**src/fttc_pkg.sv**
```systemverilog
// shared types and constants of the fan temperature table control block
`default_nettype none

package fttc_pkg;

   localparam int LINES_PER_ZONE_DEF = 5;
   localparam int NUM_FANS = 4;
   localparam int LEVEL_W = 8;
   localparam int TEMP_W = 8;
   localparam int FLAG_W = 5;
   localparam int LINE_IDX_W = 3;
   localparam int REQ_DATA_W = 80;
   localparam int RSP_DATA_W = 40;

   localparam int LINE_EN_BIT = 0;
   localparam int FAN0_SEL_BIT = 1;
   localparam int FAN1_SEL_BIT = 2;
   localparam int FAN2_SEL_BIT = 3;
   localparam int FAN3_SEL_BIT = 4;

   localparam logic OP_EVALUATE = 1'b0;
   localparam logic OP_WRITE = 1'b1;

   typedef logic [NUM_FANS-1:0][LEVEL_W-1:0] fan_levels_type;

   typedef struct packed {
      fan_levels_type           level;
      logic [TEMP_W-1:0]        high;
      logic [TEMP_W-1:0]        low;
      logic [FLAG_W-1:0]        flags;
   } line_type;

   typedef struct packed {
      logic                     check;
      logic [TEMP_W-1:0]        temp;
   } cmp_req_type;

   typedef enum logic [1:0] {
      ST_IDLE,
      ST_SCAN,
      ST_RESP
   } seq_state_type;

endpackage

`default_nettype wire

```
**src/fttc_rule_table.sv**
```systemverilog
// rule line storage with one write port and one registered read port
`default_nettype none

module fttc_rule_table #(
   parameter int LINES_PER_ZONE = fttc_pkg::LINES_PER_ZONE_DEF,
   localparam int DEPTH = 2 * LINES_PER_ZONE,
   localparam int IW = $clog2(DEPTH)
) (
   input  wire logic              clock,
   input  wire logic              reset,
   input  wire logic              wr_en,
   input  wire logic [IW-1:0]     wr_addr,
   input  wire fttc_pkg::line_type wr_line,
   input  wire logic              rd_en,
   input  wire logic [IW-1:0]     rd_addr,
   output fttc_pkg::line_type     rd_line
);
   import fttc_pkg::*;

   logic     en_ff [DEPTH];
   line_type body_ff [DEPTH];
   line_type rd_line_ff;
   line_type rd_line_in;

   always_ff @(posedge clock) begin
      if (reset) begin
         for (int i = 0; i < DEPTH; i++) begin
            en_ff[i] <= 1'b0;
         end
      end else if (wr_en) begin
         en_ff[wr_addr] <= wr_line.flags[LINE_EN_BIT];
      end
   end

   always_ff @(posedge clock) begin
      if (wr_en) begin
         body_ff[wr_addr] <= wr_line;
      end
   end

   always_comb begin
      rd_line_in = body_ff[rd_addr];
      rd_line_in.flags[LINE_EN_BIT] = en_ff[rd_addr];
   end

   always_ff @(posedge clock) begin
      if (rd_en) begin
         rd_line_ff <= rd_line_in;
      end
   end

   assign rd_line = rd_line_ff;

endmodule

`default_nettype wire

```
**src/fttc_fan_bank.sv**
```systemverilog
// shared window compare unit and the fan level and enable registers
`default_nettype none

module fttc_fan_bank (
   input  wire logic                   clock,
   input  wire logic                   reset,
   input  wire fttc_pkg::cmp_req_type  cmp_req,
   input  wire fttc_pkg::line_type     line,
   output logic                        hit,
   output fttc_pkg::fan_levels_type    fan_level,
   output logic [fttc_pkg::NUM_FANS-1:0] fan_on
);
   import fttc_pkg::*;

   fan_levels_type       level_ff;
   fan_levels_type       level_in;
   logic [NUM_FANS-1:0]  on_ff;
   logic [NUM_FANS-1:0]  on_in;

   always_comb begin
      hit = cmp_req.check && line.flags[LINE_EN_BIT]
            && (cmp_req.temp >= line.low) && (cmp_req.temp <= line.high);
      level_in = level_ff;
      on_in = on_ff;
      if (hit) begin
         for (int f = 0; f < NUM_FANS; f++) begin
            if (line.flags[FAN0_SEL_BIT + f]) begin
               level_in[f] = line.level[f];
               on_in[f] = |line.level[f];
            end
         end
      end
   end

   always_ff @(posedge clock) begin
      if (reset) begin
         level_ff <= '0;
         on_ff <= '0;
      end else begin
         level_ff <= level_in;
         on_ff <= on_in;
      end
   end

   assign fan_level = level_ff;
   assign fan_on = on_ff;

endmodule

`default_nettype wire

```
**src/fttc_scan_seq.sv**
```systemverilog
// sequencer: input handshake, table scan in priority order, result register
`default_nettype none

module fttc_scan_seq #(
   parameter int LINES_PER_ZONE = fttc_pkg::LINES_PER_ZONE_DEF,
   localparam int DEPTH = 2 * LINES_PER_ZONE,
   localparam int IW = $clog2(DEPTH)
) (
   input  wire logic                          clock,
   input  wire logic                          reset,
   input  wire logic                          req_valid,
   output logic                               req_ready,
   input  wire logic                          req_op,
   input  wire logic [fttc_pkg::TEMP_W-1:0]   req_zone0_temp,
   input  wire logic [fttc_pkg::TEMP_W-1:0]   req_zone1_temp,
   output logic                               rd_en,
   output logic [IW-1:0]                      rd_addr,
   output fttc_pkg::cmp_req_type              cmp_req,
   input  wire logic                          hit,
   input  wire fttc_pkg::fan_levels_type      fan_level,
   input  wire logic [fttc_pkg::NUM_FANS-1:0] fan_on,
   output logic                               rsp_valid,
   input  wire logic                          rsp_ready,
   output logic [fttc_pkg::RSP_DATA_W-1:0]    rsp_data
);
   import fttc_pkg::*;

   localparam logic [IW-1:0] ZONE1_BASE = IW'(LINES_PER_ZONE);
   localparam logic [IW-1:0] LAST_ADDR = IW'(DEPTH - 1);

   seq_state_type         state_ff, state_in;
   logic [IW-1:0]         cnt_ff, cnt_in;
   logic                  issue_ff, issue_in;
   logic                  rd_vld_ff, rd_vld_in;
   logic                  rd_zone_ff, rd_zone_in;
   logic                  rd_last_ff, rd_last_in;
   logic [1:0]            matched_ff, matched_in;
   logic [TEMP_W-1:0]     t0_ff, t0_in;
   logic [TEMP_W-1:0]     t1_ff, t1_in;
   logic                  rsp_vld_ff, rsp_vld_in;
   logic [RSP_DATA_W-1:0] rsp_data_ff, rsp_data_in;
   logic                  hit0;
   logic                  hit1;

   always_ff @(posedge clock) begin
      if (reset) begin
         state_ff <= ST_IDLE;
         issue_ff <= 1'b0;
         rd_vld_ff <= 1'b0;
         rsp_vld_ff <= 1'b0;
         matched_ff <= '0;
      end else begin
         state_ff <= state_in;
         issue_ff <= issue_in;
         rd_vld_ff <= rd_vld_in;
         rsp_vld_ff <= rsp_vld_in;
         matched_ff <= matched_in;
      end
   end

   always_ff @(posedge clock) begin
      cnt_ff <= cnt_in;
      rd_zone_ff <= rd_zone_in;
      rd_last_ff <= rd_last_in;
      t0_ff <= t0_in;
      t1_ff <= t1_in;
      rsp_data_ff <= rsp_data_in;
   end

   always_comb begin
      state_in = state_ff;
      cnt_in = cnt_ff;
      issue_in = issue_ff;
      rd_vld_in = 1'b0;
      rd_zone_in = rd_zone_ff;
      rd_last_in = rd_last_ff;
      matched_in = matched_ff;
      t0_in = t0_ff;
      t1_in = t1_ff;
      rsp_vld_in = rsp_vld_ff && !rsp_ready;
      rsp_data_in = rsp_data_ff;
      req_ready = 1'b0;

      cmp_req.check = (state_ff == ST_SCAN) && rd_vld_ff && !matched_ff[rd_zone_ff];
      cmp_req.temp = rd_zone_ff ? t1_ff : t0_ff;
      hit0 = hit && !rd_zone_ff;
      hit1 = hit && rd_zone_ff;

      // a zone 0 match skips the rest of zone 0
      rd_addr = (hit0 && (cnt_ff < ZONE1_BASE)) ? ZONE1_BASE : cnt_ff;
      rd_en = (state_ff == ST_SCAN) && issue_ff && !hit1;

      case (state_ff)
         ST_IDLE: begin
            req_ready = 1'b1;
            if (req_valid) begin
               matched_in = '0;
               t0_in = req_zone0_temp;
               t1_in = req_zone1_temp;
               if (req_op == OP_EVALUATE) begin
                  cnt_in = '0;
                  issue_in = 1'b1;
                  state_in = ST_SCAN;
               end else begin
                  state_in = ST_RESP;
               end
            end
         end
         ST_SCAN: begin
            if (hit) begin
               matched_in[rd_zone_ff] = 1'b1;
            end
            if (rd_en) begin
               rd_vld_in = 1'b1;
               rd_zone_in = (rd_addr >= ZONE1_BASE);
               rd_last_in = (rd_addr == LAST_ADDR);
               cnt_in = rd_addr + IW'(1);
               if (rd_addr == LAST_ADDR) begin
                  issue_in = 1'b0;
               end
            end
            if (rd_vld_ff && (rd_last_ff || hit1)) begin
               issue_in = 1'b0;
               rd_vld_in = 1'b0;
               state_in = ST_RESP;
            end
         end
         ST_RESP: begin
            if (!rsp_vld_ff || rsp_ready) begin
               rsp_vld_in = 1'b1;
               rsp_data_in = {2'b00, matched_ff[1], matched_ff[0], fan_on, fan_level};
               state_in = ST_IDLE;
            end
         end
         default: begin
            state_in = ST_IDLE;
         end
      endcase
   end

   assign rsp_valid = rsp_vld_ff;
   assign rsp_data = rsp_data_ff;

endmodule

`default_nettype wire

```
**src/fan_temperature_table_control_core.sv**
```systemverilog
// top level of the fan temperature table control block
// write word: the line is stored at acceptance if line_index < LINES_PER_ZONE
// evaluate word: the table is scanned with one table line read and one window compare
// per cycle in priority order, and the result goes out through the rsp register
// one word at a time: req_tready is high only while idle; a result may wait in rsp
// and then stalls the input
// synchronous reset clears every line enable, the fan levels and the fan enable mask
`default_nettype none

module fan_temperature_table_control_core #(
   parameter int LINES_PER_ZONE = fttc_pkg::LINES_PER_ZONE_DEF
) (
   input  wire logic                              clock,
   input  wire logic                              reset,
   input  wire logic                              req_tvalid,
   output logic                                   req_tready,
   // zone_select, line_index, line_flags, line_low_temp, line_high_temp,
   // line_level_fan0..line_level_fan3, zone0_temp, zone1_temp, zero fill
   input  wire logic [fttc_pkg::REQ_DATA_W-1:0]   req_tdata,
   // operation
   input  wire logic                              req_tuser,
   output logic                                   rsp_tvalid,
   input  wire logic                              rsp_tready,
   // fan0_level..fan3_level, fan_on_mask, zone0_matched, zone1_matched, zero fill
   output logic [fttc_pkg::RSP_DATA_W-1:0]        rsp_tdata
);
   import fttc_pkg::*;

   localparam int DEPTH = 2 * LINES_PER_ZONE;
   localparam int IW = $clog2(DEPTH);
   localparam logic [IW-1:0] ZONE1_BASE = IW'(LINES_PER_ZONE);

   logic                  zone_select;
   logic [LINE_IDX_W-1:0] line_index;
   line_type              wr_line;
   logic [TEMP_W-1:0]     zone0_temp;
   logic [TEMP_W-1:0]     zone1_temp;
   logic                  wr_en;
   logic [IW-1:0]         wr_addr;
   logic                  rd_en;
   logic [IW-1:0]         rd_addr;
   line_type              rd_line;
   cmp_req_type           cmp_req;
   logic                  hit;
   fan_levels_type        fan_level;
   logic [NUM_FANS-1:0]   fan_on;

   assign zone_select = req_tdata[0];
   assign line_index = req_tdata[3:1];
   assign wr_line.flags = req_tdata[8:4];
   assign wr_line.low = req_tdata[16:9];
   assign wr_line.high = req_tdata[24:17];
   assign wr_line.level[0] = req_tdata[32:25];
   assign wr_line.level[1] = req_tdata[40:33];
   assign wr_line.level[2] = req_tdata[48:41];
   assign wr_line.level[3] = req_tdata[56:49];
   assign zone0_temp = req_tdata[64:57];
   assign zone1_temp = req_tdata[72:65];

   assign wr_en = req_tvalid && req_tready && (req_tuser == OP_WRITE)
                  && (int'(line_index) < LINES_PER_ZONE);
   assign wr_addr = IW'(line_index) + (zone_select ? ZONE1_BASE : IW'(0));

   fttc_rule_table #(
      .LINES_PER_ZONE(LINES_PER_ZONE)
   ) u_rule_table (
      .clock   (clock),
      .reset   (reset),
      .wr_en   (wr_en),
      .wr_addr (wr_addr),
      .wr_line (wr_line),
      .rd_en   (rd_en),
      .rd_addr (rd_addr),
      .rd_line (rd_line)
   );

   fttc_fan_bank u_fan_bank (
      .clock     (clock),
      .reset     (reset),
      .cmp_req   (cmp_req),
      .line      (rd_line),
      .hit       (hit),
      .fan_level (fan_level),
      .fan_on    (fan_on)
   );

   fttc_scan_seq #(
      .LINES_PER_ZONE(LINES_PER_ZONE)
   ) u_scan_seq (
      .clock          (clock),
      .reset          (reset),
      .req_valid      (req_tvalid),
      .req_ready      (req_tready),
      .req_op         (req_tuser),
      .req_zone0_temp (zone0_temp),
      .req_zone1_temp (zone1_temp),
      .rd_en          (rd_en),
      .rd_addr        (rd_addr),
      .cmp_req        (cmp_req),
      .hit            (hit),
      .fan_level      (fan_level),
      .fan_on         (fan_on),
      .rsp_valid      (rsp_tvalid),
      .rsp_ready      (rsp_tready),
      .rsp_data       (rsp_tdata)
   );

endmodule

`default_nettype wire
```
**config.mk**
```make
export PLATFORM = sky130hd
export DESIGN_NAME = fan_temperature_table_control_core
export DESIGN_NICKNAME = d
export VERILOG_FILES = /design/src/fttc_pkg.sv /design/src/fttc_rule_table.sv /design/src/fttc_fan_bank.sv /design/src/fttc_scan_seq.sv /design/src/fan_temperature_table_control_core.sv
export SDC_FILE = /design/constraint.sdc
export NUM_CORES = 1
export LEC_CHECK = 0
export BUFFER_PORTS_ARGS = -buffer_cell sky130_fd_sc_hd__buf_2
export CAP_MARGIN = 20
export CORE_MARGIN = 2
export CORE_UTILIZATION = 55
export DETAILED_ROUTE_END_ITERATION = 16
export HOLD_SLACK_MARGIN = 0.1
export PLACE_DENSITY_LB_ADDON = 0.1
export SYNTH_ARGS = -nofsm -noshare
export SYNTH_HDL_FRONTEND = slang
export SYNTH_HIERARCHICAL = 1
export SYNTH_SLANG_ARGS = --single-unit
```
**constraint.sdc**
```tcl
create_clock -name clock -period 24.2 [get_ports clock]
set_clock_uncertainty 0.05 [all_clocks]
set_input_delay 3.63 -clock clock [delete_from_list [all_inputs] [get_ports clock]]
set_output_delay 3.63 -clock clock [all_outputs]
set_load 0.02 [all_outputs]
```
* Word level (Yosys, flattened, before mapping)
Memories as Yosys holds them, arrays and structs flattened. A register that Yosys moved wholly into a read port is not among the register bits.
Cells that the tools add are included.
** Operators by class
- Muxes and demuxes :: 38
- Reduce and logical (&&, ||, !) cells :: 42
- Add/sub/neg operators :: 2
- Bitwise operators :: 2
- $lt $le $gt $ge :: 7
- Equal/unequal tests :: 11
** Operators with widths (number)
- OR reduction 8 bit :: 4
- two-way mux 1 bit :: 20
- two-way mux 4 bit :: 5
- logical AND 1 bit :: 16
- AND reduction 2 bit :: 7
- two-way mux 2 bit :: 6
- greater-or-equal comparator 8 bit :: 1
- <= comparator 8 bit :: 1
- two-way mux 8 bit :: 1
- != test 2 bit (second input constant) :: 4
- one-hot mux 4 bit (2 select lines) :: 1
- != test 3 bit (second input constant) :: 2
- one-hot mux 2 bit (3 select lines) :: 1
- AND reduction 3 bit :: 2
- logical NOT 1 bit :: 5
- AND reduction 5 bit :: 1
- adder 3 x 3 -> 4 bit :: 1
- adder 4 x 1 -> 4 bit (second input constant) :: 1
- equality test 4 bit (second input constant) :: 1
- greater-or-equal comparator 4 x 3 -> 1 bit (second input constant) :: 1
- less-than comparator 4 x 3 -> 1 bit (second input constant) :: 1
- != test 2 x 1 -> 1 bit (second input constant) :: 2
- one-hot mux 2 bit (2 select lines) :: 1
- AND reduction 4 bit :: 1
- other kinds (15) :: 16
** Storage, ports and cells
- Input port bits :: 85
- Bits in writable memories :: 540
- Output and inout bits :: 42
- Logic and storage cells :: 123
- Memories kept :: 2
- Bits in registers :: 103
** Memory list
- u_rule_table.body_ff :: words 10, bits a word 53, rd ports 1, clocked after Yosys merged registers in 1, write ports 1, RTL line fttc_rule_table.sv:21 : line_type body_ff [DEPTH];
- u_rule_table.en_ff :: words 10, bits a word 1, rd ports 1, clocked after Yosys merged registers in 1, write ports 10, RTL line fttc_rule_table.sv:20 : logic en_ff [DEPTH];

* Longest topological paths before layout
- Word-level depth :: 15
- Gate-level depth with buffers :: 19
- Depth with buffers taken out :: 15

* Cells and area by module
The synthesis kept the hierarchy.
** Modules (own cells, without submodules)
- fttc_rule_table :: seq. area each 17687.0 µm², times used 1, cells each 1189, area an instance 22829.4 µm²
- fttc_scan_seq :: seq. area each 1941.9 µm², times used 1, cells each 140, area an instance 2433.6 µm²
- fttc_fan_bank :: seq. area each 720.7 µm², times used 1, cells each 228, area an instance 1880.6 µm²
- fan_temperature_table_control_core :: seq. area each 0.0 µm², times used 1, cells each 7, area an instance 68.8 µm²

* Worst setup path before layout
OpenSTA, ideal clock, no wires.
- Kind :: in2reg
- From :: in req_tdata[0] in the netlist's numbering
- To :: mem u_rule_table.en_ff[0], enable pin
- Buffers on the path :: 0
- Data arrival time :: 9915 ps
- Setup slack :: 13919 ps
- Cell stages on the path :: 5
- Setup time :: 316 ps
- Data required time :: 23834 ps
- Cells stage by stage :: ha_1 ha_1 xor2_1 nor4_1 or2_2
** RTL lines
- from (decl) :: RTL line fan_temperature_table_control_core.sv:19 : input wire logic [fttc_pkg::REQ_DATA_W-1:0] req_tdata,
- to (decl) :: RTL line fttc_rule_table.sv:20

==> flow_metrics.env <==
export IMPL_cp_num_cells=14
export IMPL_vias_per_cell=5.79
export IMPL_ys_types=61
export IMPL_synth_edff_count=649
export IMPL_slew_headroom_pct=27.2
export IMPL_setup_viol=0
export IMPL_gp_congestion=0.783
export IMPL_htree_num_levels=3
export IMPL_peakVddDrop_mv=0.0596
export IMPL_die_area_sq_mm=0.0513
export IMPL_routedWlPerCell_um=23.2
export IMPL_cp_data_required_time_ps=24440
export IMPL_remaining_drc_errors=0
export IMPL_synth_fa_ha_area_share_pct=1.01
export IMPL_async_flop_share_pct=0
export IMPL_ys_ff_latch=692
export IMPL_root_buffer="clkbuf_16"
export IMPL_outcome="complete, no violations"
export IMPL_max_freq_mhz=150
export IMPL_netlist_instances=1564
export IMPL_final_min_clock_period_ps=6670
export IMPL_drv_slew=0
export IMPL_worstMarginPinSlew_ps=1090
export IMPL_cts_sinks=692
export IMPL_p_int_mw=2.00
export IMPL_fin_tns_setup_ps=0
export IMPL_nFillCells=3581
export IMPL_hold_path_class="reg -> reg"
export IMPL_powerDensity_mw_per_mm2=82.6
export IMPL_rows=81
export IMPL_first_iter_violations=1143
export IMPL_ys_flop_type="edfxtp_1"
export IMPL_layout_setup_ws_ps=17530
export IMPL_cts_buffers=70
export IMPL_core_sq_mm=0.0488
export IMPL_grt_use_total_pct=22.3
export IMPL_synth_compound_area_share_pct=6.86
export IMPL_synth_mux_area_share_pct=11.1
export IMPL_clkTransAtPathRegs_ps=60
export IMPL_arrival_ps=6910
export IMPL_p_seq_share_pct=52.8
export IMPL_grt_max_degree=72
export IMPL_drt_pass1_iterations=5
export IMPL_synth_simple_gate_area_share_pct=3.57
export IMPL_die_h_um=226
export IMPL_drv_cap=0
export IMPL_ant_nets=0
export IMPL_dpl_hpwl_mm=29.4
export IMPL_power_switching_uw=527
export IMPL_path_buf_inv=3
export IMPL_fin_nets=1798
export IMPL_whs_path_depth=0
export IMPL_path_max_fanout=56
export IMPL_io_buffers=117
export IMPL_synth_area_leaders="edfxtp_1 (72%), mux2_2 (6.8%), mux2i_1 (3.9%)"
export IMPL_first_global_vias=13800
export IMPL_dieWidth_um=226
export IMPL_swShare_pct=20.9
export IMPL_grt_ovfl_total=0
export IMPL_slowest_stage="buf_4"
export IMPL_boundaryPins=127
export IMPL_cts_buffer_depth=3
export IMPL_worstRegToRegCells=14
export IMPL_yosysWarnings=6
export IMPL_cts_hold_buffers=0
export IMPL_drive_above_1_share_pct=26.3
export IMPL_slowest_delay_ps=770
export IMPL_synth_top_family_by_area="multiplexers"
export IMPL_cts_resized=0
export IMPL_post_cts_setup_buffer_count=0
export IMPL_area_delta_synth_final_pct=12.4
export IMPL_power_leakage_nw=10.4
export IMPL_synth_xor_area_share_pct=0.0644
export IMPL_synth_avg_cell_area_sq_um=17.4
export IMPL_power_frac_comb_pct=5.7
export IMPL_via_count=14000
export IMPL_seq_area_frac_synth_pct=74.8
export IMPL_worstSetupEndpointType="flop"
export IMPL_antenna_found_initial=9
export IMPL_worstSkewPairLatency_ps=600
export IMPL_worstSetupPathType="reg -> reg"
export IMPL_start_util_pct=55.7
export IMPL_wl_mm=56.0
export IMPL_fin_crit_sh_pct=27.6
export IMPL_syn_area_sq_mm=0.0272
export IMPL_power_frac_clock_pct=41.5
export IMPL_pre_cts_ws_ps=17050
export IMPL_synth_top_area_share_pct=71.6
export IMPL_grt_pass1_wl_mm=83.6
export IMPL_cpLargestDelayFamily="compound AO/OA/AOI/OAI gates"
export IMPL_grt_setup_unrepaired="no"
export IMPL_cp_start_kind="flop"
export IMPL_path_cells="mux2_2 > ha_1 > nor2b_1 > o211ai_1 > a211oi_1 > or4_1 > buf_16 > clkinv_2 > nor3b_1 > a21o_4 > buf_4 > mux2i_1 > a22o_1 > o31ai_1"
export IMPL_synth_top_cell_by_area="edfxtp_1"
export IMPL_cts_tree="built"
export IMPL_hold_viol=0
-- cell families after synthesis --
logic type | count (synthesis)
flip-flops | 692
multiplexers | 275
AO/OA/AOI/OAI | 263
AND/OR/NAND/NOR | 193
buffers and inverters | 116
adder cells (fa/ha/maj) | 22
XOR/XNOR | 2
other | 1
-- path summary, 6_finish.rpt --
kind | startpoint | to | slack, ps
min reg2reg | u_fan_bank/fan_level[3] | u_scan_seq/rsp_data[3] | 370
max | u_scan_seq/rd_zone_ff | u_rule_table/rd_line[4] | 17530
max reg2reg | u_scan_seq/rd_zone_ff | u_rule_table/rd_line[4] | 17530
min | u_fan_bank/fan_level[3] | u_scan_seq/rsp_data[3] | 370
-- final cells by class --
cell class,instances,area (sq um),area share [%]
antenna,5,12.5,0.0409
clock buffer,95,1940,6.34
clock inverter,33,309,1.01
inverter,29,110,0.360
multi-input combinational,757,6260,20.5
sequential,692,20300,66.5
tap,664,831,2.72
timing repair buffer,141,786,2.57
-- layout by cell type (no fill, tap or decap), types with 5 or more instances in the layout --
cell       count
o21bai_1       5
inv_1         27
nor2_1        21
nor3_1        11
clkbuf_1      20
a22o_1        52
nand3_1       30
o31ai_2       14
clkinv_2      14
o22ai_1       52
o21ai_0       34
buf_4         23
bufinv_16      5
dfxtp_1       43
nor2_4         7
or4_1          5
a21oi_1       42
edfxtp_1     649
diode_2        5
nand2b_1      10
clkbuf_16     74
or2_2          6
mux2i_1      107
o31ai_1       38
a21o_1         5
mux2_2       164
ha_1          22
nand2_1       64
buf_2        117
clkinv_1       8
nand3_2        7
-- flip-flops by register name (all words and copies together), names as in the netlist, 4 cells and up --
| register | count |
|---|---|
| u_scan_seq/rsp_data | 38 |
| u_rule_table/en_ff | 16 |
| u_scan_seq/cnt_ff | 4 |
| u_rule_table/body_ff | 520 |
| u_fan_bank/fan_on | 4 |
| u_scan_seq/t1_ff | 8 |
| u_rule_table/rd_line | 53 |
| u_fan_bank/fan_level | 32 |
| u_scan_seq/t0_ff | 8 |
-- Yosys cell counts (9+ instances only) --
| master | number |
|---|---|
| mux2i_1 | 107 |
| nor3_1 | 13 |
| inv_1 | 28 |
| buf_6 | 12 |
| ha_1 | 22 |
| clkbuf_1 | 42 |
| o31ai_2 | 14 |
| buf_4 | 9 |
| a21oi_1 | 42 |
| nor2_1 | 28 |
| nand2_1 | 65 |
| edfxtp_1 | 649 |
| nand3_1 | 30 |
| o31ai_1 | 38 |
| mux2_2 | 164 |
| o22ai_1 | 52 |
| buf_2 | 14 |
| o21ai_0 | 34 |
| a22o_1 | 52 |
| dfxtp_1 | 43 |
| nand2b_1 | 11 |
-- per-stage QoR --
stage	instances	hold slack (ps)	power, mW	utilization (%)	area, sq um
detailed placement	2282	358	1.50	57.9	28300
CTS	2410	377	2.55	62.6	30600
global placement	2282	358	1.50	57.9	28300
finish	2416	375	2.53	62.6	30600
global route	2413	388	2.61	62.6	30600
floorplan	1565	352	1.46	-	27200
-- metal layers --
metal  vias to the layer above  part of all wire [%]  track usage (%)
li1                       6434                     -                -
met1                      7139                    44             30.7
met2                       340                    48             36.4
met3                        77                   5.4             4.22
met4                         8                   1.6             6.73
met5                         -                 0.095                0
-- power groups by stage --
stage | clock [mW] | combinational [mW] | sequential, mW
4_1_cts | 1.07 | 0.145 | 1.33
3_5_place_dp | 0 | 0.144 | 1.36
3_3_place_gp | 0 | 0.141 | 1.36
6_report | 1.05 | 0.144 | 1.33
2_1_floorplan | 0 | 0.0962 | 1.36
5_1_grt | 1.12 | 0.156 | 1.34
Note: power is estimated with default switching activity, not from simulation.
